## config.mk

```make
export PLATFORM = sky130hd
export DESIGN_NAME = clock_timer_stopwatch_tick_flat
export DESIGN_NICKNAME = d
export VERILOG_FILES = /design/src/rtl/core/cts_pkg.sv /design/src/rtl/core/cts_in_if.sv /design/src/rtl/core/cts_out_if.sv /design/src/rtl/core/clock_timer_stopwatch_tick.sv /design/src/flat_wrapper.sv
export SDC_FILE = /design/constraint.sdc
export NUM_CORES = 1
export LEC_CHECK = 0
export BUFFER_PORTS_ARGS = -buffer_cell sky130_fd_sc_hd__buf_2
export CORE_ASPECT_RATIO = 2
export CORE_MARGIN = 2
export CORE_UTILIZATION = 44
export CTS_BUF_LIST = sky130_fd_sc_hd__clkbuf_16
export DETAILED_ROUTE_END_ITERATION = 6
export PLACE_DENSITY = 0.65
export SLEW_MARGIN = 20
export SYNTH_ARGS = -nofsm -noshare
export SYNTH_HDL_FRONTEND = slang
export SYNTH_SLANG_ARGS = --single-unit
```

## constraint.sdc

```tcl
create_clock -name clk -period 5.3 [get_ports clk]
set_input_delay 1.06 -clock clk [delete_from_list [all_inputs] [get_ports clk]]
set_output_delay 1.06 -clock clk [all_outputs]
set_load 0.01 [all_outputs]
```

## src/rtl/core/cts_pkg.sv

```systemverilog
// ----------------------------------------------------------------------------
// cts_pkg
// Shared widths, codes and constants of the clock / timer / stopwatch block.
// ----------------------------------------------------------------------------
package cts_pkg;

  localparam int OP_W     = 3;
  localparam int SET_W    = 7;
  localparam int LED_W    = 8;
  localparam int CLK_H_W  = 5;
  localparam int MS_W     = 6;
  localparam int CNT_H_W  = 7;
  localparam int TPS_W    = 12;
  localparam int BLK_W    = 9;
  localparam int MODE_W   = 2;
  localparam int LPOS_W   = 3;
  localparam int CFG_AW   = 4;
  localparam int CFG_DW   = 32;

  localparam logic [TPS_W-1:0]   TPS_RST      = 12'd4000;
  localparam logic [BLK_W-1:0]   BLINK_RST    = 9'd500;
  localparam logic [MS_W-1:0]    MS_MAX       = 6'd59;
  localparam logic [CLK_H_W-1:0] CLK_HOUR_MAX = 5'd23;
  localparam logic [CNT_H_W-1:0] CNT_HOUR_MAX = 7'd99;
  localparam logic [LED_W-1:0]   LED_ALL_ON   = 8'hff;

  typedef enum logic [OP_W-1:0] {
    OP_TICK      = 3'd0,
    OP_LOAD_CLK  = 3'd1,
    OP_LOAD_CNT  = 3'd2,
    OP_CLEAR_CNT = 3'd3,
    OP_MENU_RST  = 3'd4,
    OP_CLK_RST   = 3'd5
  } op_e;

  typedef enum logic [MODE_W-1:0] {
    MODE_NONE      = 2'd0,
    MODE_CLOCK     = 2'd1,
    MODE_TIMER     = 2'd2,
    MODE_STOPWATCH = 2'd3
  } mode_e;

  typedef enum logic [1:0] {
    REG_MODE  = 2'd0,
    REG_TPS   = 2'd1,
    REG_BLINK = 2'd2
  } reg_idx_e;

endpackage

```

## src/rtl/core/cts_in_if.sv

```systemverilog
// ----------------------------------------------------------------------------
// cts_in_if
// Request channel of the clock / timer / stopwatch block: op and set values.
// ----------------------------------------------------------------------------
interface cts_in_if;
  logic                      valid;
  logic                      ready;
  logic [cts_pkg::OP_W-1:0]  op;
  logic [cts_pkg::SET_W-1:0] set_hour;
  logic [cts_pkg::SET_W-1:0] set_minute;
  logic [cts_pkg::SET_W-1:0] set_second;

  modport source (output valid, op, set_hour, set_minute, set_second, input ready);
  modport sink   (input valid, op, set_hour, set_minute, set_second, output ready);
endinterface

```

## src/rtl/core/cts_out_if.sv

```systemverilog
// ----------------------------------------------------------------------------
// cts_out_if
// Result channel of the clock / timer / stopwatch block: LEDs, alert, times.
// ----------------------------------------------------------------------------
interface cts_out_if;
  logic                        valid;
  logic                        ready;
  logic [cts_pkg::LED_W-1:0]   led_pattern;
  logic                        alert;
  logic [cts_pkg::CLK_H_W-1:0] clock_hour;
  logic [cts_pkg::MS_W-1:0]    clock_minute;
  logic [cts_pkg::MS_W-1:0]    clock_second;
  logic [cts_pkg::CNT_H_W-1:0] count_hour;
  logic [cts_pkg::MS_W-1:0]    count_minute;
  logic [cts_pkg::MS_W-1:0]    count_second;

  modport source (output valid, led_pattern, alert, clock_hour, clock_minute, clock_second,
                  count_hour, count_minute, count_second, input ready);
  modport sink   (input valid, led_pattern, alert, clock_hour, clock_minute, clock_second,
                  count_hour, count_minute, count_second, output ready);
endinterface

```

## src/rtl/core/clock_timer_stopwatch_tick.sv

```systemverilog
// ----------------------------------------------------------------------------
// clock_timer_stopwatch_tick
// Time-of-day clock, countdown timer and stopwatch driven by tick requests.
// ----------------------------------------------------------------------------
// Usage:
//   in_ch  : requests (op, set_hour, set_minute, set_second), valid/ready.
//   out_ch : one result per request: LED pattern, alert, clock and counter
//            values as they stand after that request.
//   cfg_*  : APB write/read of mode (0x0), ticks_per_second (0x4),
//            blink_ticks (0x8). Write only while no request is in flight.
// Timing:
//   A request is registered in the input stage on acceptance; its result is
//   registered when that stage advances. Throughput is one request per cycle
//   while out_ch takes each result; the state update loop sets that rate.
// Reset:
//   rst_n clears all counters, the LED state and both channel stages; config
//   returns to mode 0, 4000 ticks per second, 500 ticks per blink.
// Stall:
//   While a result waits on out_ch, one more request is still taken into the
//   input stage; then in_ch.ready drops until the result is taken.
// ----------------------------------------------------------------------------
module clock_timer_stopwatch_tick (
  input  logic                         clk,
  input  logic                         rst_n,
  cts_in_if.sink                       in_ch,
  cts_out_if.source                    out_ch,
  input  logic                         cfg_psel,
  input  logic                         cfg_penable,
  input  logic                         cfg_pwrite,
  input  logic [cts_pkg::CFG_AW-1:0]   cfg_paddr,
  input  logic [cts_pkg::CFG_DW-1:0]   cfg_pwdata,
  output logic [cts_pkg::CFG_DW-1:0]   cfg_prdata,
  output logic                         cfg_pready
);

  // config
  logic [cts_pkg::MODE_W-1:0]  mode_r, mode_nxt;
  logic [cts_pkg::TPS_W-1:0]   tps_r;
  logic [cts_pkg::BLK_W-1:0]   blink_ticks_r;
  logic                        cfg_wr;
  logic [1:0]                  cfg_idx;

  // input stage
  logic                        in_vld_r;
  logic [cts_pkg::OP_W-1:0]    in_op_r;
  logic [cts_pkg::SET_W-1:0]   in_hour_r, in_min_r, in_sec_r;
  logic                        out_vld_r;
  logic                        adv;

  // state
  logic                        clk_run_r, clk_run_nxt;
  logic [cts_pkg::TPS_W-1:0]   clk_tick_r, clk_tick_nxt;
  logic [cts_pkg::CLK_H_W-1:0] clk_hour_r, clk_hour_nxt;
  logic [cts_pkg::MS_W-1:0]    clk_min_r, clk_min_nxt;
  logic [cts_pkg::MS_W-1:0]    clk_sec_r, clk_sec_nxt;
  logic [cts_pkg::TPS_W-1:0]   cnt_tick_r, cnt_tick_nxt;
  logic [cts_pkg::CNT_H_W-1:0] cnt_hour_r, cnt_hour_nxt;
  logic [cts_pkg::MS_W-1:0]    cnt_min_r, cnt_min_nxt;
  logic [cts_pkg::MS_W-1:0]    cnt_sec_r, cnt_sec_nxt;
  logic [cts_pkg::LPOS_W-1:0]  led_pos_r, led_pos_nxt;
  logic                        alert_r, alert_nxt;
  logic [cts_pkg::BLK_W-1:0]   blink_cnt_r, blink_cnt_nxt;
  logic                        blink_ph_r, blink_ph_nxt;
  logic [cts_pkg::LED_W-1:0]   led_drive_r, led_drive_nxt;

  // tick datapath
  logic                        clk_end, cnt_act, cnt_end, cnt_zero, dn_zero;
  logic                        alert_a, alert_b, blink_end;
  logic                        cs_wrap, cm_wrap;
  logic [cts_pkg::CLK_H_W-1:0] ci_hour;
  logic [cts_pkg::MS_W-1:0]    ci_min, ci_sec;
  logic                        us_wrap, um_wrap;
  logic [cts_pkg::CNT_H_W-1:0] up_hour, dn_hour;
  logic [cts_pkg::MS_W-1:0]    up_min, up_sec, dn_min, dn_sec;
  logic [cts_pkg::LPOS_W-1:0]  led_a, led_b;

  // handshake
  assign adv          = in_vld_r && (!out_vld_r || out_ch.ready);
  assign in_ch.ready  = !in_vld_r || adv;
  assign out_ch.valid = out_vld_r;

  assign out_ch.led_pattern  = led_drive_r;
  assign out_ch.alert        = alert_r;
  assign out_ch.clock_hour   = clk_hour_r;
  assign out_ch.clock_minute = clk_min_r;
  assign out_ch.clock_second = clk_sec_r;
  assign out_ch.count_hour   = cnt_hour_r;
  assign out_ch.count_minute = cnt_min_r;
  assign out_ch.count_second = cnt_sec_r;

  // APB
  assign cfg_pready = 1'b1;
  assign cfg_wr     = cfg_psel && cfg_penable && cfg_pwrite && cfg_pready;
  assign cfg_idx    = cfg_paddr[cts_pkg::CFG_AW-1:2];

  always_comb begin
    unique case (cfg_idx)
      cts_pkg::REG_MODE:  cfg_prdata = {{(cts_pkg::CFG_DW-cts_pkg::MODE_W){1'b0}}, mode_r};
      cts_pkg::REG_TPS:   cfg_prdata = {{(cts_pkg::CFG_DW-cts_pkg::TPS_W){1'b0}}, tps_r};
      cts_pkg::REG_BLINK: cfg_prdata = {{(cts_pkg::CFG_DW-cts_pkg::BLK_W){1'b0}}, blink_ticks_r};
      default:            cfg_prdata = '0;
    endcase
  end

  // clock +1 s
  always_comb begin
    cs_wrap = (clk_sec_r == cts_pkg::MS_MAX);
    cm_wrap = cs_wrap && (clk_min_r == cts_pkg::MS_MAX);
    ci_sec  = cs_wrap ? '0 : clk_sec_r + 6'd1;
    ci_min  = cm_wrap ? '0 : (cs_wrap ? clk_min_r + 6'd1 : clk_min_r);
    ci_hour = clk_hour_r;
    if (cm_wrap) begin
      ci_hour = (clk_hour_r == cts_pkg::CLK_HOUR_MAX) ? '0 : clk_hour_r + 5'd1;
    end
  end

  // counter up / down
  always_comb begin
    us_wrap = (cnt_sec_r == cts_pkg::MS_MAX);
    um_wrap = us_wrap && (cnt_min_r == cts_pkg::MS_MAX);
    up_sec  = us_wrap ? '0 : cnt_sec_r + 6'd1;
    up_min  = um_wrap ? '0 : (us_wrap ? cnt_min_r + 6'd1 : cnt_min_r);
    up_hour = cnt_hour_r;
    if (um_wrap) begin
      up_hour = (cnt_hour_r == cts_pkg::CNT_HOUR_MAX) ? '0 : cnt_hour_r + 7'd1;
    end
    dn_sec  = cnt_sec_r - 6'd1;
    dn_min  = cnt_min_r;
    dn_hour = cnt_hour_r;
    if (cnt_sec_r == '0) begin
      dn_sec = cts_pkg::MS_MAX;
      if (cnt_min_r == '0) begin
        dn_min = cts_pkg::MS_MAX;
        if (cnt_hour_r != '0) dn_hour = cnt_hour_r - 7'd1;
      end else begin
        dn_min = cnt_min_r - 6'd1;
      end
    end
    cnt_zero = (cnt_hour_r == '0) && (cnt_min_r == '0) && (cnt_sec_r == '0);
    dn_zero  = (dn_hour == '0) && (dn_min == '0) && (dn_sec == '0);
  end

  // next state
  always_comb begin
    clk_run_nxt   = clk_run_r;
    clk_tick_nxt  = clk_tick_r;
    clk_hour_nxt  = clk_hour_r;
    clk_min_nxt   = clk_min_r;
    clk_sec_nxt   = clk_sec_r;
    cnt_tick_nxt  = cnt_tick_r;
    cnt_hour_nxt  = cnt_hour_r;
    cnt_min_nxt   = cnt_min_r;
    cnt_sec_nxt   = cnt_sec_r;
    led_pos_nxt   = led_pos_r;
    alert_nxt     = alert_r;
    blink_cnt_nxt = blink_cnt_r;
    blink_ph_nxt  = blink_ph_r;
    led_drive_nxt = led_drive_r;
    mode_nxt      = mode_r;

    clk_end   = clk_run_r &&
                (({1'b0, clk_tick_r} + 13'd1) >= {1'b0, tps_r});
    alert_a   = alert_r || (clk_end && (mode_r == cts_pkg::MODE_TIMER) && cnt_zero);
    cnt_act   = (mode_r == cts_pkg::MODE_STOPWATCH) ||
                ((mode_r == cts_pkg::MODE_TIMER) && !alert_a);
    cnt_end   = cnt_act && (({1'b0, cnt_tick_r} + 13'd1) >= {1'b0, tps_r});
    alert_b   = alert_a || (cnt_end && (mode_r == cts_pkg::MODE_TIMER) && dn_zero);
    led_a     = led_pos_r + {2'b00, (clk_end && (mode_r == cts_pkg::MODE_CLOCK))};
    led_b     = led_a;
    if (cnt_end) begin
      led_b = (mode_r == cts_pkg::MODE_STOPWATCH) ? led_a + 3'd1 : led_a - 3'd1;
    end
    blink_end = ({1'b0, blink_cnt_r} + 10'd1) >= {1'b0, blink_ticks_r};

    unique case (in_op_r)
      cts_pkg::OP_TICK: begin
        if (clk_run_r) begin
          if (clk_end) begin
            clk_tick_nxt = '0;
            clk_hour_nxt = ci_hour;
            clk_min_nxt  = ci_min;
            clk_sec_nxt  = ci_sec;
          end else begin
            clk_tick_nxt = clk_tick_r + 12'd1;
          end
        end
        if (cnt_act) begin
          if (cnt_end) begin
            cnt_tick_nxt = '0;
            if (mode_r == cts_pkg::MODE_STOPWATCH) begin
              cnt_hour_nxt = up_hour;
              cnt_min_nxt  = up_min;
              cnt_sec_nxt  = up_sec;
            end else begin
              cnt_hour_nxt = dn_hour;
              cnt_min_nxt  = dn_min;
              cnt_sec_nxt  = dn_sec;
            end
          end else begin
            cnt_tick_nxt = cnt_tick_r + 12'd1;
          end
        end
        led_pos_nxt = led_b;
        alert_nxt   = alert_b;
        if (!alert_b) begin
          led_drive_nxt = 8'd1 << led_b;
        end else if (blink_end) begin
          blink_cnt_nxt = '0;
          blink_ph_nxt  = !blink_ph_r;
          led_drive_nxt = blink_ph_r ? '0 : cts_pkg::LED_ALL_ON;
        end else begin
          blink_cnt_nxt = blink_cnt_r + 9'd1;
        end
      end
      cts_pkg::OP_LOAD_CLK: begin
        clk_hour_nxt = (in_hour_r > {2'b00, cts_pkg::CLK_HOUR_MAX}) ?
                       cts_pkg::CLK_HOUR_MAX : in_hour_r[cts_pkg::CLK_H_W-1:0];
        clk_min_nxt  = (in_min_r > {1'b0, cts_pkg::MS_MAX}) ?
                       cts_pkg::MS_MAX : in_min_r[cts_pkg::MS_W-1:0];
        clk_sec_nxt  = (in_sec_r > {1'b0, cts_pkg::MS_MAX}) ?
                       cts_pkg::MS_MAX : in_sec_r[cts_pkg::MS_W-1:0];
        clk_run_nxt  = 1'b1;
      end
      cts_pkg::OP_LOAD_CNT: begin
        cnt_hour_nxt = (in_hour_r > cts_pkg::CNT_HOUR_MAX) ? cts_pkg::CNT_HOUR_MAX : in_hour_r;
        cnt_min_nxt  = (in_min_r > {1'b0, cts_pkg::MS_MAX}) ?
                       cts_pkg::MS_MAX : in_min_r[cts_pkg::MS_W-1:0];
        cnt_sec_nxt  = (in_sec_r > {1'b0, cts_pkg::MS_MAX}) ?
                       cts_pkg::MS_MAX : in_sec_r[cts_pkg::MS_W-1:0];
      end
      cts_pkg::OP_CLEAR_CNT: begin
        cnt_tick_nxt  = '0;
        blink_cnt_nxt = '0;
        cnt_hour_nxt  = '0;
        cnt_min_nxt   = '0;
        cnt_sec_nxt   = '0;
      end
      cts_pkg::OP_MENU_RST: begin
        mode_nxt      = cts_pkg::MODE_NONE;
        cnt_hour_nxt  = '0;
        cnt_min_nxt   = '0;
        cnt_sec_nxt   = '0;
        cnt_tick_nxt  = '0;
        blink_cnt_nxt = '0;
        led_pos_nxt   = '0;
        alert_nxt     = 1'b0;
        blink_ph_nxt  = 1'b0;
        led_drive_nxt = '0;
      end
      cts_pkg::OP_CLK_RST: begin
        clk_tick_nxt = '0;
        clk_run_nxt  = 1'b0;
        clk_hour_nxt = '0;
        clk_min_nxt  = '0;
        clk_sec_nxt  = '0;
      end
      default: ;
    endcase
  end

  // input stage payload
  always_ff @(posedge clk) begin
    if (in_ch.valid && in_ch.ready) begin
      in_op_r   <= in_ch.op;
      in_hour_r <= in_ch.set_hour;
      in_min_r  <= in_ch.set_minute;
      in_sec_r  <= in_ch.set_second;
    end
  end

  // control and state
  always_ff @(posedge clk) begin
    if (!rst_n) begin
      in_vld_r      <= 1'b0;
      out_vld_r     <= 1'b0;
      mode_r        <= cts_pkg::MODE_NONE;
      tps_r         <= cts_pkg::TPS_RST;
      blink_ticks_r <= cts_pkg::BLINK_RST;
      clk_run_r     <= 1'b0;
      clk_tick_r    <= '0;
      clk_hour_r    <= '0;
      clk_min_r     <= '0;
      clk_sec_r     <= '0;
      cnt_tick_r    <= '0;
      cnt_hour_r    <= '0;
      cnt_min_r     <= '0;
      cnt_sec_r     <= '0;
      led_pos_r     <= '0;
      alert_r       <= 1'b0;
      blink_cnt_r   <= '0;
      blink_ph_r    <= 1'b0;
      led_drive_r   <= '0;
    end else begin
      if (in_ch.valid && in_ch.ready) begin
        in_vld_r <= 1'b1;
      end else if (adv) begin
        in_vld_r <= 1'b0;
      end
      if (adv) begin
        out_vld_r <= 1'b1;
      end else if (out_ch.ready) begin
        out_vld_r <= 1'b0;
      end

      if (cfg_wr) begin
        unique case (cfg_idx)
          cts_pkg::REG_MODE:  mode_r        <= cfg_pwdata[cts_pkg::MODE_W-1:0];
          cts_pkg::REG_TPS:   tps_r         <= cfg_pwdata[cts_pkg::TPS_W-1:0];
          cts_pkg::REG_BLINK: blink_ticks_r <= cfg_pwdata[cts_pkg::BLK_W-1:0];
          default: ;
        endcase
      end else if (adv) begin
        mode_r <= mode_nxt;
      end

      if (adv) begin
        clk_run_r   <= clk_run_nxt;
        clk_tick_r  <= clk_tick_nxt;
        clk_hour_r  <= clk_hour_nxt;
        clk_min_r   <= clk_min_nxt;
        clk_sec_r   <= clk_sec_nxt;
        cnt_tick_r  <= cnt_tick_nxt;
        cnt_hour_r  <= cnt_hour_nxt;
        cnt_min_r   <= cnt_min_nxt;
        cnt_sec_r   <= cnt_sec_nxt;
        led_pos_r   <= led_pos_nxt;
        alert_r     <= alert_nxt;
        blink_cnt_r <= blink_cnt_nxt;
        blink_ph_r  <= blink_ph_nxt;
        led_drive_r <= led_drive_nxt;
      end
    end
  end

`ifndef ASSERT_OFF
  a_led_onehot: assert property (@(posedge clk) disable iff (!rst_n)
    !alert_r |-> $onehot0(led_drive_r))
    else $error("LED drive not one-hot without alert");

  a_clk_range: assert property (@(posedge clk) disable iff (!rst_n)
    (clk_sec_r <= cts_pkg::MS_MAX) && (clk_min_r <= cts_pkg::MS_MAX) &&
    (clk_hour_r <= cts_pkg::CLK_HOUR_MAX))
    else $error("clock value out of range");

  a_cnt_range: assert property (@(posedge clk) disable iff (!rst_n)
    (cnt_sec_r <= cts_pkg::MS_MAX) && (cnt_min_r <= cts_pkg::MS_MAX) &&
    (cnt_hour_r <= cts_pkg::CNT_HOUR_MAX))
    else $error("counter value out of range");

  a_alert_timer: assert property (@(posedge clk) disable iff (!rst_n)
    $rose(alert_r) |-> ($past(mode_r) == cts_pkg::MODE_TIMER))
    else $error("alert raised outside timer mode");

  a_stall_hold: assert property (@(posedge clk) disable iff (!rst_n)
    !adv |=> ($stable(clk_sec_r) && $stable(cnt_sec_r) && $stable(led_drive_r)))
    else $error("state moved without a request");
`endif

endmodule
```

## src/flat_wrapper.sv

```systemverilog
// flat-port wrapper written by rule: the top's interface ports become plain ports
module clock_timer_stopwatch_tick_flat 
  (clk, rst_n, cfg_psel, cfg_penable, cfg_pwrite, cfg_paddr, cfg_pwdata, cfg_prdata, cfg_pready, in_ch_valid, in_ch_op, in_ch_set_hour, in_ch_set_minute, in_ch_set_second, in_ch_ready, out_ch_valid, out_ch_led_pattern, out_ch_alert, out_ch_clock_hour, out_ch_clock_minute, out_ch_clock_second, out_ch_count_hour, out_ch_count_minute, out_ch_count_second, out_ch_ready);
  cts_in_if in_ch_i ();
  cts_out_if out_ch_i ();
  input  logic clk;
  input  logic rst_n;
  input  logic cfg_psel;
  input  logic cfg_penable;
  input  logic cfg_pwrite;
  input  logic [cts_pkg::CFG_AW-1:0] cfg_paddr;
  input  logic [cts_pkg::CFG_DW-1:0] cfg_pwdata;
  output logic [cts_pkg::CFG_DW-1:0] cfg_prdata;
  output logic cfg_pready;
  input wire logic [$bits(in_ch_i.valid)-1:0] in_ch_valid;
  input wire logic [$bits(in_ch_i.op)-1:0] in_ch_op;
  input wire logic [$bits(in_ch_i.set_hour)-1:0] in_ch_set_hour;
  input wire logic [$bits(in_ch_i.set_minute)-1:0] in_ch_set_minute;
  input wire logic [$bits(in_ch_i.set_second)-1:0] in_ch_set_second;
  output wire logic [$bits(in_ch_i.ready)-1:0] in_ch_ready;
  output wire logic [$bits(out_ch_i.valid)-1:0] out_ch_valid;
  output wire logic [$bits(out_ch_i.led_pattern)-1:0] out_ch_led_pattern;
  output wire logic [$bits(out_ch_i.alert)-1:0] out_ch_alert;
  output wire logic [$bits(out_ch_i.clock_hour)-1:0] out_ch_clock_hour;
  output wire logic [$bits(out_ch_i.clock_minute)-1:0] out_ch_clock_minute;
  output wire logic [$bits(out_ch_i.clock_second)-1:0] out_ch_clock_second;
  output wire logic [$bits(out_ch_i.count_hour)-1:0] out_ch_count_hour;
  output wire logic [$bits(out_ch_i.count_minute)-1:0] out_ch_count_minute;
  output wire logic [$bits(out_ch_i.count_second)-1:0] out_ch_count_second;
  input wire logic [$bits(out_ch_i.ready)-1:0] out_ch_ready;
  assign in_ch_i.valid = in_ch_valid;
  assign in_ch_i.op = in_ch_op;
  assign in_ch_i.set_hour = in_ch_set_hour;
  assign in_ch_i.set_minute = in_ch_set_minute;
  assign in_ch_i.set_second = in_ch_set_second;
  assign in_ch_ready = in_ch_i.ready;
  assign out_ch_valid = out_ch_i.valid;
  assign out_ch_led_pattern = out_ch_i.led_pattern;
  assign out_ch_alert = out_ch_i.alert;
  assign out_ch_clock_hour = out_ch_i.clock_hour;
  assign out_ch_clock_minute = out_ch_i.clock_minute;
  assign out_ch_clock_second = out_ch_i.clock_second;
  assign out_ch_count_hour = out_ch_i.count_hour;
  assign out_ch_count_minute = out_ch_i.count_minute;
  assign out_ch_count_second = out_ch_i.count_second;
  assign out_ch_i.ready = out_ch_ready;
  clock_timer_stopwatch_tick u_core (.clk(clk), .rst_n(rst_n), .in_ch(in_ch_i), .out_ch(out_ch_i), .cfg_psel(cfg_psel), .cfg_penable(cfg_penable), .cfg_pwrite(cfg_pwrite), .cfg_paddr(cfg_paddr), .cfg_pwdata(cfg_pwdata), .cfg_prdata(cfg_prdata), .cfg_pready(cfg_pready));
endmodule
```

Word-level counts from Yosys, hierarchy flattened
Cells that the tools add are included.
W data, S select, Z words.
- register bits: 132
- input port bits: 67
- output and inout bits: 80
- word-level logic and storage cells: 211
- add/subtract/negate cells: 18
- magnitude comparators: 7
- equality and inequality tests: 28
- shift operators: 1
- mux-type cells: 71
- reduce and logical (&&, ||, !) cells: 63
- operators by type and width (operator ; count):
    $mux W6 ; 21
    $pmux W6 S3 ; 4
    $mux W7 ; 9
    $mux W12 ; 4
    $pmux W12 S2 ; 2
    $pmux W12 S3 ; 1
    $add A12 B1 Y13 const B ; 2
    $ge A13 B12 Y1 ; 2
    $mux W5 ; 5
    $add A12 B1 Y12 const B ; 2
    $add A6 B1 Y6 const B ; 4
    $eq A6 B6 Y1 const B ; 4
    $logic_not A6 Y1 ; 4
    $mux W8 ; 3
    $pmux W7 S3 ; 1
    $reduce_and A5 Y1 ; 4
    $logic_and A1 B1 Y1 ; 18
    $mux W9 ; 2
    $pmux W9 S2 ; 1
    $pmux W8 S2 ; 1
    $reduce_bool A2 Y1 ; 8
    $pmux W5 S3 ; 1
    $reduce_and A3 Y1 ; 5
    $gt A7 B6 Y1 const B ; 2
    41 further kinds ; 78

Longest topological paths before layout
Gate-level depths: netlist (run 1).
- depth in word-level cells: 15
- depth in mapped cells: 19

Worst setup path after synthesis (run 1)
OpenSTA, ideal clock, no wires.
- path kind: flip-flop to flip-flop
- start point: reg u_core.clk_tick_r[0] (netlist name)
- end point: reg u_core.led_drive_r, in the netlist u_core.out_ch.led_pattern[0]
- library setup time: 123 ps
- arrival: 4359 ps
- data required time: 5177 ps
- setup slack: 819 ps
- stages on the path, launching flop included: 20
- path buffers: 0
- cell sequence: dfxtp_1 -> ha_1 -> nand3_1 -> nor2_1 -> nand3_1 -> xnor2_1 -> ha_1 -> a21o_1 -> a21o_1 -> a211o_1 -> o21ai_0 -> nor3_1 -> ha_1 -> ha_1 -> fa_1 -> xnor2_1 -> nand4_1 -> xor2_2 -> xor2_1 -> a221o_2
- longest elaborated chain between the ends: 15
- elaborated cells on any way between the ends: 24
- classes of those cells: add/sub: 4; order compare: 1; eq/ne: 1; shift: 1; mux: 4; reduce/logical: 13
- RTL lines (item ; RTL line ; source):
    from (decl) ; clock_timer_stopwatch_tick.sv:52 ; logic [cts_pkg::TPS_W-1:0] clk_tick_r, clk_tick_nxt;
    from (signal assigned) ; clock_timer_stopwatch_tick.sv:318 ; clk_tick_r <= clk_tick_nxt;
    $add A12 B1 Y13 * ; clock_timer_stopwatch_tick.sv:162 ; (({1'b0, clk_tick_r} + 13'd1) >= {1'b0, tps_r});
    $ge A13 B12 Y1 * ; clock_timer_stopwatch_tick.sv:162 ;
    $logic_and A1 B1 Y1 * ; clock_timer_stopwatch_tick.sv:161 ; clk_end = clk_run_r &&
    parallel branches: the longest is 12 deep, another holds $add A3 B1 Y3 ; n/a ;
    to (signal assigned) ; clock_timer_stopwatch_tick.sv:330 ; led_drive_r <= led_drive_nxt;
    to (decl) ; clock_timer_stopwatch_tick.sv:64 ; logic [cts_pkg::LED_W-1:0] led_drive_r, led_drive_nxt;
Mark *: on every way between the ends.
A chain may end at the register's enable or synchronous reset.

Worst setup path in the final report (run 1)
Same ends and word-level chain as after synthesis.

==> flow_metrics.env, run 1 <==
export IMPL_status="complete, no violations"
export IMPL_period_share=0.9403
export IMPL_ant_nets=0
export IMPL_drive_gt1_frac=0.1704
export IMPL_relSlewSlack=0.3320
export IMPL_htreeDepth=4
export IMPL_p_switching_mw=0.7194
export IMPL_grt_max_degree=37
export IMPL_tightest_slew_ns=0.9768
export IMPL_initial_core_util=0.4433
export IMPL_first_iter_violations=415
export IMPL_startpoint_type="flop"
export IMPL_async_reset_ff_frac=0
export IMPL_rows=72
export IMPL_cts_sinks=132
export IMPL_clockRootBuffer="clkbuf_16"
export IMPL_synth_top_cell_by_area="dfxtp_1"
export IMPL_place_ws_ns=0.3036
export IMPL_post_cts_buffers=0
export IMPL_gp_congestion=0.9317
export IMPL_r2r_slack_ns=0.32
export IMPL_setup_tns_ns=0
export IMPL_vias=7926
export IMPL_fill_cells=1877
export IMPL_share_comb_of_total_power=0.142
export IMPL_fp_dieArea_um2=20530
export IMPL_multiInputGateArea_um2=5204
export IMPL_clk_latency_ns=0.44
export IMPL_drcViolationCount=0
export IMPL_synth_top_cell_area_share=0.2542
export IMPL_fp_dieH_um=200.6
export IMPL_synth_warnings=0
export IMPL_synth_most_common_cell="dfxtp_1"
export IMPL_ir_drop_mv=0.1967
export IMPL_cts_tree="built"
export IMPL_hold_buffers=0
export IMPL_cap_violations=0
export IMPL_worst_slack_ns=0.3164
export IMPL_areaGrowthSynthToFinish_pct=14.09
export IMPL_synth_area_um2=8506
export IMPL_final_hold_viol_count=0
export IMPL_whs_ns=0.4704
export IMPL_fin_worst_skew_ns=0.01419
export IMPL_io_buffer_count=103
export IMPL_grt_ovfl_total=0
export IMPL_dpl_hpwl_um=18820
export IMPL_switching_share=0.2820
export IMPL_n_antenna_cell=0
export IMPL_pin_count=147
export IMPL_track_usage=0.2444
export IMPL_ys_ff_latch=132
export IMPL_critPathMaxFanout=6
export IMPL_worstPathRequired_ns=5.62
export IMPL_cts_made_buffers=17
export IMPL_slew_violations=0
export IMPL_grt_pass1_wl_um=38940
export IMPL_core_um2=19190
export IMPL_synth_edf_count=24
export IMPL_p_clk_frac=0.434
export IMPL_seqPwrFrac=0.424
export IMPL_wire_per_inst_um=18.14
export IMPL_period_needed_ns=4.984
export IMPL_p_per_area_nw_per_um2=262.8
export IMPL_setup_violations=0
export IMPL_cp_arrival_ns=5.30
export IMPL_ys_types=86
export IMPL_antenna_found_initial=0
export IMPL_yosys_top_cells_count="108 x dfxtp_1, 102 x nor2_1, 90 x nand2_1"
export IMPL_ys_seq_area_frac=0.3389
export IMPL_die_width_um=102.3
export IMPL_wirelength_um=24710
export IMPL_synth_area_top_cells="dfxtp_1 25%, edfxtp_1 8.5%, ha_1 7.2%, nor2_1 4.5%, nand2_1 4.0%"
export IMPL_cp_end_kind="flop"
export IMPL_dr_pass1_iters=7
export IMPL_worstHoldPathType="flop to flop"
export IMPL_path_clk_slew_ns=0.06
export IMPL_postCtsResizedCells=0
export IMPL_internal_power_mw=1.831
export IMPL_synth_main_ff_cell="dfxtp_1"
export IMPL_nNetsFinal=1207
export IMPL_path_class="flop to flop"
export IMPL_grt_pass1_vias=7726
export IMPL_dpl_cell_area_um2=9129
export IMPL_synthCells=1010
export IMPL_fmax_ghz=0.2007
export IMPL_final_cell_area_um2=9704
export IMPL_regArea_um2=2883
export IMPL_syn_area_per_cell_um2=8.421
export IMPL_cts_path_max_buffers=2
export IMPL_power_leakage_nw=4.192
export IMPL_rsz0062_at_grt="false"
export IMPL_viasPerCell=5.819
-- worst max-delay path, cell delays in order (launching register included) --
cell and delay, ns:
dfxtp_1 0.40, ha_1 0.22, nand3_2 0.16, nor2_2 0.19, nand3_1 0.15, xnor2_2 0.18, ha_1 0.32, a21o_1 0.18
a21o_1 0.17, a211o_1 0.31, o21ai_0 0.24, nor3_1 0.11, ha_1 0.21, ha_1 0.38, fa_1 0.43, xnor2_1 0.16
nand4_1 0.17, xor2_2 0.34, xor2_1 0.18, a221o_2 0.37
-- cells in the final DEF, fill, tap and decap left out, types with 5 or more instances in the layout --
cell / synthesis / layout
a22oi_1: 20 / 20
nor4b_1: 7 / 7
and3_1: 10 / 10
inv_1: 41 / 42
a21o_1: 11 / 11
nand4_1: 19 / 19
ha_1: 49 / 49
nor4_1: 6 / 6
nand3b_1: 7 / 7
edfxtp_1: 24 / 24
nor2b_1: 9 / 9
clkbuf_16: 0 / 17
o221ai_1: 7 / 7
nor3b_1: 6 / 5
conb_1: 2 / 21
and2_1: 8 / 7
a31o_2: 6 / 6
buf_4: 23 / 11
xnor2_1: 27 / 26
a31oi_1: 12 / 11
nor3_1: 21 / 20
dfxtp_1: 108 / 108
nor2_1: 102 / 101
buf_2: 7 / 103
o211a_1: 6 / 6
xor2_1: 16 / 16
o22a_1: 5 / 5
a211oi_1: 18 / 18
a22o_1: 13 / 13
nand3_1: 53 / 52
o22ai_1: 12 / 12
o21ai_0: 46 / 46
nand2b_1: 14 / 14
mux2i_1: 18 / 18
o211ai_1: 18 / 18
a21oi_1: 41 / 41
a221o_1: 7 / 7
or2_2: 8 / 8
nand2_1: 90 / 90
-- layer usage --
| layer | GRT usage | wire, um | vias to the layer above |
|---|---|---|---|
| met4 | 0.1343 | 1266 | 0 |
| met5 | 0 | 0 | - |
| met2 | 0.4692 | 13840 | 248 |
| met1 | 0.2339 | 8572 | 3761 |
| met3 | 0.04143 | 1028 | 66 |
| li1 | - | - | 3851 |
-- cell type report --
cell class	instances	area share
clock buffers	17	0.04384
flip-flops and latches	132	0.2971
clock inverters	15	0.01199
well taps	259	0.03339
repair buffers	114	0.06163
inverters	41	0.01586
multi-input cells	784	0.5362
-- path summary, 6_finish.rpt --
| check | from | cells after the start | to |
|---|---|---|---|
| setup / recovery | u_core.clk_tick_r[0]$_SDFFE_PN0P_ | 19 | u_core.out_ch.led_pattern[0]$_SDFFE_PN0P_ |
| hold / removal | u_core.cnt_tick_r[11]$_SDFFE_PN0P_ | 2 | u_core.cnt_tick_r[11]$_SDFFE_PN0P_ |
| setup reg to reg | u_core.clk_tick_r[0]$_SDFFE_PN0P_ | 19 | u_core.out_ch.led_pattern[0]$_SDFFE_PN0P_ |
| hold reg to reg | u_core.cnt_tick_r[11]$_SDFFE_PN0P_ | 2 | u_core.cnt_tick_r[11]$_SDFFE_PN0P_ |
-- sequential cells by signal, indices dropped and copies added, names as in the netlist, 3 cells and up --
register	cells
u_core.clk_tick_r	12
u_core.cnt_tick_r	12
u_core.tps_r	12
u_core.blink_cnt_r	9
u_core.blink_ticks_r	9
u_core.out_ch.led_pattern	8
u_core.in_hour_r	7
u_core.in_min_r	7
u_core.in_sec_r	7
u_core.out_ch.count_hour	7
u_core.out_ch.clock_minute	6
u_core.out_ch.clock_second	6
u_core.out_ch.count_minute	6
u_core.out_ch.count_second	6
u_core.out_ch.clock_hour	5
u_core.in_op_r	3
u_core.led_pos_r	3
-- per-stage QoR --
stage / util / power [mW] / std cells
2_1_floorplan: - / 1.362 / 1029
3_3_place_gp: 0.4755 / 1.458 / 1330
3_5_place_dp: 0.4757 / 1.461 / 1330
4_1_cts: 0.5040 / 2.565 / 1362
5_1_grt: 0.5057 / 2.653 / 1362
6_report: 0.5057 / 2.551 / 1362
-- cells by family after synthesis --
kind of cell,share of synthesized area
AND/OR/NAND/NOR,0.2252
AO/OA/AOI/OAI,0.2264
flip-flops,0.3389
buffers and inverters,0.06281
adder cells (fa/ha/maj),0.07443
XOR/XNOR,0.04619
multiplexers,0.02515
other,0.0008829
-- power groups by stage --
stage          sequential (mW)  combinational (mW)  clock (mW)
3_3_place_gp              1.10               0.355           0
3_5_place_dp              1.10               0.357           0
4_1_cts                   1.08               0.359        1.12
2_1_floorplan             1.09               0.271           0
5_1_grt                   1.09               0.399        1.17
6_report                  1.08               0.362        1.11
No activity file was read; power rests on OpenSTA's default activity.
==> run 2: changes to the inputs <==
==> constraint.sdc (replaced) <==
create_clock -name clk -period 5.3 [get_ports clk]
set_input_delay 0.265 -clock clk [delete_from_list [all_inputs] [get_ports clk]]
set_output_delay 0.265 -clock clk [all_outputs]
set_load 0.01 [all_outputs]
==> run 2 against run 1 <==
  * Sequential power hardly changed
  * Cell count increased by 1.6%
  * Setup slack improved by 0.057 ns
  * Largest cell class unchanged
  * Critical path type unchanged
  * Clock power rose by 6%
  * Sequential cell count stayed put
  * Via count is 2.1% higher
  * Final area increased by 2.4%
  * Sequential share of layout area down 0.71 points
  * First-iteration DRC count shrank 24%
  * Critical path depth is the same
  * Non-clock buffer count increased by 22
==> flow_metrics.env, run 2 (same netlist as run 1, synthesis figures left out) <==
export IMPL_cts_tree="built"
export IMPL_fp_dieH_um=200.6
export IMPL_first_iter_violations=315
export IMPL_p_per_area_nw_per_um2=265.5
export IMPL_worstPathRequired_ns=5.62
export IMPL_cp_end_kind="flop"
export IMPL_critPathMaxFanout=6
export IMPL_ir_drop_mv=0.2436
export IMPL_viasPerCell=5.848
export IMPL_drcViolationCount=0
export IMPL_r2r_slack_ns=0.37
export IMPL_die_width_um=102.3
export IMPL_grt_pass1_vias=7968
export IMPL_areaGrowthSynthToFinish_pct=16.87
export IMPL_pin_count=147
export IMPL_wirelength_um=25260
export IMPL_worstHoldPathType="primary input to flop"
export IMPL_io_buffer_count=103
export IMPL_cts_made_buffers=17
export IMPL_slew_violations=0
export IMPL_clk_latency_ns=0.44
export IMPL_fmax_ghz=0.2030
export IMPL_power_leakage_nw=4.284
export IMPL_endpoint="u_core.out_ch.led_pattern[0]$_SDFFE_PN0P_"
export IMPL_cts_sinks=132
export IMPL_path_clk_slew_ns=0.06
export IMPL_tightest_slew_ns=0.9814
export IMPL_rsz0062_at_grt="false"
export IMPL_drive_gt1_frac=0.1618
export IMPL_gp_congestion=0.9236
export IMPL_r2r_end="u_core.out_ch.led_pattern[0]$_SDFFE_PN0P_"
export IMPL_fp_dieArea_um2=20530
export IMPL_startpoint="u_core.clk_tick_r[0]$_SDFFE_PN0P_"
export IMPL_grt_pass1_wl_um=40010
export IMPL_n_antenna_cell=0
export IMPL_fin_worst_skew_ns=0.009991
export IMPL_core_um2=19190
export IMPL_vias=8094
export IMPL_cap_violations=0
export IMPL_mostFrequentLayoutCell="dfxtp_1"
export IMPL_relSlewSlack=0.3288
export IMPL_wire_per_inst_um=18.25
export IMPL_most_common_layout_cells="108 x dfxtp_1, 103 x buf_2, 102 x nor2_1"
export IMPL_setup_violations=0
export IMPL_period_needed_ns=4.926
export IMPL_antenna_found_initial=0
export IMPL_nNetsFinal=1229
export IMPL_cp_arrival_ns=5.25
export IMPL_r2r_start="u_core.clk_tick_r[0]$_SDFFE_PN0P_"
export IMPL_dr_pass1_iters=7
export IMPL_status="complete, no violations"
export IMPL_htreeDepth=4
export IMPL_r2r_cells=19
export IMPL_period_share=0.9295
export IMPL_final_cells=1384
export IMPL_path_class="flop to flop"
export IMPL_final_hold_viol_count=0
export IMPL_regArea_um2=2883
export IMPL_setup_tns_ns=0
export IMPL_startpoint_type="flop"
export IMPL_top_regs="u_core.clk_tick_r x12, u_core.cnt_tick_r x12, u_core.tps_r x12"
export IMPL_clockRootBuffer="clkbuf_16"
export IMPL_fill_cells=1885
export IMPL_cts_path_max_buffers=2
export IMPL_initial_core_util=0.4433
export IMPL_grt_ovfl_total=0
export IMPL_dp_cells=1329
export IMPL_track_usage=0.2520
export IMPL_grt_max_degree=51
export IMPL_total_power_mw=2.639
export IMPL_rows=72
export IMPL_dpl_hpwl_um=18970
export IMPL_min_from="in_ch_set_second[0]"
export IMPL_ant_nets=0
export IMPL_multiInputGateArea_um2=5177
run 2: cell types whose count changed in the layout (fill, tap and decap cells not counted), sizes merged:
cell / before / now
dlygate4sd3: 0 / 23
buf: 114 / 113
bufinv: 1 / 2
inv: 48 / 47
run 2: metrics by stage:
stage | setup slack (ns) | area, um2 | utilization | hold WS, ns
2_1_floorplan | 0.8187 | 8577 | - | 0.3639
3_3_place_gp | 0.3605 | 9116 | 0.4751 | 0.4416
3_5_place_dp | 0.2911 | 9121 | 0.4754 | 0.4431
4_1_cts | 0.2707 | 9933 | 0.5177 | 0.001355
5_1_grt | 0.02428 | 9941 | 0.5181 | 0.008590
6_report | 0.3735 | 9941 | 0.5181 | 0.01299
run 2: worst min path at each step:
stage,endpoint,slack (ns),cells past startpoint
after floorplan,u_core.in_hour_r[0]$_DFFE_PP_,0.36,0
after global placement,u_core.in_sec_r[4]$_DFFE_PP_,0.44,1
after detailed placement,u_core.in_hour_r[1]$_DFFE_PP_,0.44,1
after CTS,u_core.in_sec_r[0]$_DFFE_PP_,0.001,1
after global routing,u_core.in_sec_r[0]$_DFFE_PP_,0.009,1
final,u_core.in_sec_r[0]$_DFFE_PP_,0.01,1
run 2: power by group:
part	switching (mW)	total, mW	internal, mW
Sequential	0.0348	1.08	1.05
Combinational	0.221	0.376	0.156
Clock	0.486	1.18	0.695
Total	0.741	2.64	1.90
run 2: what timing repair did:
item                                   4_1_cts  5_1_grt
endpoints found under the hold margin       23        0
gates resized for setup                      0        1
setup buffers                                0        0
setup endpoints to repair                    0        9
hold buffers                                23        0
run 2: per-layer routing:
layer  wire length (um)  vias up  GRT usage
met5                  0        -          0
met2              13870      264     0.4702
met3               1021       88    0.05223
met1               8755     3849     0.2341
met4               1613        0     0.1686
li1                   -     3893          -
run 2: cell type report:
class                           count  area share
Tap cell                          259     0.03260
Sequential cell                   132      0.2900
Clock inverter                     15     0.01573
Clock buffer                       17     0.04279
Inverter                           41     0.01548
Multi-Input combinational cell    784      0.5208
Timing Repair Buffer              136     0.08257
run 2: critical path, cell delays in order, from the launching register on:
cell	delay, ns
dfxtp_1	0.39
ha_1	0.20
nand3_1	0.20
nor2_1	0.24
nand3_1	0.12
xnor2_1	0.23
ha_1	0.29
a21o_1	0.18
a21o_1	0.17
a211o_1	0.31
o21ai_1	0.23
nor3_1	0.09
ha_1	0.21
ha_1	0.37
fa_1	0.43
xnor2_1	0.16
nand4_1	0.16
xor2_2	0.31
xor2_1	0.18
a221o_2	0.38
